## src/rtl/core/lfod_ram.sv

```systemverilog
// ----------------------------------------------------------------------------
// lfod_ram: generic single-port RAM
// One write or read per cycle, registered read data.
// ----------------------------------------------------------------------------
module lfod_ram #(
  parameter int unsigned Width = 8,
  parameter int unsigned Depth = 16
) (
  input  logic                     clk_i,
  input  logic                     we_i,
  input  logic [$clog2(Depth)-1:0] addr_i,
  input  logic [Width-1:0]         wdata_i,
  output logic [Width-1:0]         rdata_o
);
  logic [Width-1:0] mem_q [Depth];

  always_ff @(posedge clk_i) begin
    if (we_i) mem_q[addr_i] <= wdata_i;
    rdata_o <= mem_q[addr_i];
  end
endmodule

```

## config.mk

```make
export PLATFORM = sky130hd
export DESIGN_NAME = lfod_ram
export DESIGN_NICKNAME = d
export VERILOG_FILES = /design/src/rtl/core/lfod_ram.sv
export SDC_FILE = /design/constraint.sdc
export NUM_CORES = 1
export LEC_CHECK = 0
export ABC_AREA = 1
export BUFFER_PORTS_ARGS = -buffer_cell sky130_fd_sc_hd__buf_2
export CAP_MARGIN = 20
export CORE_MARGIN = 2
export CORE_UTILIZATION = 55
export DETAILED_ROUTE_END_ITERATION = 12
export PLACE_DENSITY_LB_ADDON = 0.12
export SLEW_MARGIN = 5
export SYNTH_ARGS = -nofsm -noshare
export SYNTH_HDL_FRONTEND = slang
export SYNTH_SLANG_ARGS = --single-unit
```

## constraint.sdc

```tcl
create_clock -name clk_i -period 1.35 [get_ports clk_i]
set_input_delay 0.0675 -clock clk_i [delete_from_list [all_inputs] [get_ports clk_i]]
set_output_delay 0.0675 -clock clk_i [all_outputs]
set_load 0.01 [all_outputs]
```

# Word-level counts from Yosys, hierarchy flattened
# Memories as Yosys holds them, arrays and structs flattened. A register that Yosys moved wholly into a read port is not among the register bits.
# Cells that the tools add are included.
# totals
input_bits,14
wordCells,3
out_inout_bits,8
ramBits,128
regBits,0
memories,1
# memory_table
name,words,word_bits,read_ports,rd_clocked_by_memory_dff,write_ports,line,text
mem_q,16,8,1,1,1,15,logic [Width-1:0] mem_q [Depth];
# classes
n_mux,2
# op_table
op,n
two-way mux 1 bit,2

# Depth between registers and ports, before layout
# depth
depth_word,2
depth_mapped,11
depth_no_buf,9

# Worst setup path before layout
# OpenSTA, ideal clock, no wires.
# synth_timing
path_type,input port to flip-flop
startpoint,input addr_i[1]
endpoint,"memory mem_q[3][0], enable pin"
path_buffers,2
setup_ns,0.370
path_slack_ns,-0.095
t_required_ns,0.980
path_stages,4
t_arrival_ns,1.074
cell_sequence,buf_2 > clkbuf_1 > nand3_1 > nor2_1
# synth_rtl
element,line,text
from (decl),11,"input logic [$clog2(Depth)-1:0] addr_i,"
to (decl),15,
# Straight into the memory's write port.

==> results_dict.tcl <==
set metrics [dict create \
    net-switching-power_uw 2170 \
    hold_violations 0 \
    synth_edf_count 128 \
    max_slew.worst_pin.slew_ps 437 \
    initial_core_util_pct 57.0 \
    first_iter_violations 290 \
    synth_area_leader_cell "edfxtp_1" \
    drv_slew 0 \
    worstPathCellList "nand2_1, nand2_1, nand2_1, nand2_1, nand2_1, nand2_1, inv_1, nand2_1" \
    hold_ws_ps 20.7 \
    path_class "reg -> reg" \
    yosysMostFrequentCell "nand2_1" \
    synth_top_area_share_pct 68.7 \
    cts_tree "yes" \
    irDropWorstVdd_mv 1.08 \
    setup_violations 0 \
    power_frac_seq_pct 46.0 \
    cp.arrival_ps 1450 \
    min-delay-start "wdata_i[6]" \
    h-tree-depth 4 \
    fin_crit_ps 1030 \
    antenna_found_initial 0 \
    finClkSkew_ps 4.26 \
    dpl.hpwl_um 7560 \
    seq_area_frac_synth_pct 71.6 \
    io_pins 22 \
    drive_above_1_share_pct 14.5 \
    cellPowerDensity_nw_per_um2 1540 \
    fin_util_pct 68.4 \
    async_flop_share_pct 0 \
    fp.dieH_um 105 \
    synthesis.nets 562 \
    vias 3759 \
    rows 36 \
    synth_warnings 0 \
    seq_area_um2 4000 \
    dp_cells 708 \
    reg2reg_depth 8 \
    fin_crit_sh_pct 76.5 \
    whs_path_depth 1 \
    core-area_um2 9820 \
    cpMaxStageDelayCell "edfxtp_1" \
    setup_tns_ps 0 \
    r2r-end "rdata_o[2]$_DFF_P_" \
    dieWidth_um 105 \
    post_cts_buffers 0 \
    r2r-start "mem_q[7][2]$_DFFE_PP_" \
    ctsRootBufferMaster "clkbuf_8" \
    postCtsResizedCells 0 \
    syn-instance-count 548 \
    hp-class "in -> reg" \
    path_buf_inv 1 \
    slowest_delay_ps 360 \
    synthFlopType "edfxtp_1" \
    grt_pass1_wl_um 19100 \
    end_kind "flip-flop" \
    antenna_left 0 \
    clock_latency_ps 520 \
    crit_fanout 1 \
    grt.total_usage_pct 23.7 \
    power.internal_uw 8160 \
    grt_overflow 0 \
    multiInputGateArea_um2 1410 \
    avgSynthCellArea_um2 10.2 \
    p_leak_uw 0.00291 \
    wire_per_inst_um 16.2 \
    cpMostUsedCell "nand2_1" \
    synthTopCellsByArea "edfxtp_1 69%, nand2_1 23%, dfxtp_1 2.9%" \
    fin_ws_ps 317 \
    portBuffers 21 \
    rsz0062_at_grt "false" \
    netlist_area_um2 5590 \
    fin_cells 747 \
    p_comb_share_pct 5.9 \
    p_clk_share_pct 48.1 \
    fill_cells 792 \
    cts_buffers 17 \
    n_antenna_cell 0 \
    startpoint_type "flip-flop" \
    slew_headroom_pct 70.8 \
    via_per_inst 5.03 \
    worst_ep_required_time_ps 1770 \
    place_congestion 0.846 \
    synth-seq-cells 136 \
    post-route-drc-count 0 \
    areaGrowthSynthToFinish_pct 20.1 \
    fmax_mhz 968 \
    min_to "mem_q[14][6]$_DFFE_PP_" \
    synth_common_cells "346 x nand2_1, 128 x edfxtp_1, 21 x inv_1" \
    cp_top_family "simple AND/OR/NAND/NOR gates" \
    dp_slack_ps 53.8 \
    clkTransAtPathRegs_ps 60 \
    clkSinkCount 136 \
    drt_pass1_iterations 5 \
    grt_max_degree 25 \
    num-nets-final 615 \
    yosysUniqueCellTypes 11 \
    cts.path.max_buffers 2 \
    grt_pass1_vias 3716 \
    switching_share_pct 21.0 \
    max_cap_violations 0 \
    wl_um 12100 \
    reg2reg_slack_ps 320 \
    outcome "complete, no violations" \
    die_area_um2 11000 \
]
[power groups by stage]
stage          logic (uW)  clock network, uW  registers [uW]
2_1_floorplan         330                  0            4850
3_3_place_gp          590                  0            4830
3_5_place_dp          595                  0            4830
4_1_cts               618               5020            4750
5_1_grt               686               5210            4750
6_report              613               4970            4750
[flip-flops by register name, indices dropped and copies added, names as in the netlist]
register and count:
mem_q 128, rdata_o 8
[layout by cell type (no fill, tap or decap)]
cell type / count
buf_12: 2
buf_2: 21
buf_4: 25
bufinv_16: 5
clkbuf_16: 16
clkbuf_8: 2
clkinv_1: 1
clkinv_2: 1
clkinv_4: 3
clkinvlp_4: 3
dfxtp_1: 8
dlygate4sd3_1: 7
edfxtp_1: 128
inv_1: 21
inv_2: 1
inv_6: 2
nand2_1: 346
nand3_1: 4
nor2_1: 10
nor2_2: 8
[per-layer routing]
layer	global-route usage (%)	routed length, um
met1	32.0	5420
met2	37.9	5740
met5	0	0
met4	7.81	197
met3	5.93	730
[stage by stage]
stage / power (uW) / area, um^2
floorplan: 5180 / 5610
global placement: 5420 / 6000
detailed placement: 5430 / 6000
CTS: 10400 / 6720
global route: 10600 / 6720
finish: 10300 / 6720
[final cells by class]
| class | count | area share [%] |
|---|---|---|
| flip-flops and latches | 136 | 59.6 |
| multi-input cells | 368 | 20.9 |
| clock buffers | 18 | 6.37 |
| repair buffers | 55 | 6.00 |
| clock inverters | 14 | 3.30 |
| well taps | 133 | 2.48 |
| inverters | 23 | 1.29 |
[worst max-delay path by stage]
stage	endpoint	cells past startpoint	slack (ps)	startpoint
final	rdata_o[2]$_DFF_P_	8	320	mem_q[7][2]$_DFFE_PP_
after global routing	rdata_o[6]$_DFF_P_	8	250	mem_q[13][6]$_DFFE_PP_
after CTS	rdata_o[3]$_DFF_P_	8	300	mem_q[0][3]$_DFFE_PP_
after detailed placement	mem_q[1][0]$_DFFE_PP_	4	50	addr_i[1]
after global placement	mem_q[1][5]$_DFFE_PP_	4	120	addr_i[1]
after floorplan	mem_q[3][0]$_DFFE_PP_	4	-90	addr_i[1]
[logic make-up (layout without fill, tap and decap cells)]
logic type	Yosys count	in the layout	synth area share (%)
buf+inv	44	110	3.62
flops	136	136	71.6
simple gates	368	368	24.8
[what timing repair did]
action | 4_1_cts | 5_1_grt
endpoints found under the setup margin | 0 | 0
endpoints found under the hold margin | 112 | 0
hold buffers | 7 | 0
Power figures use the tool's default switching activity.
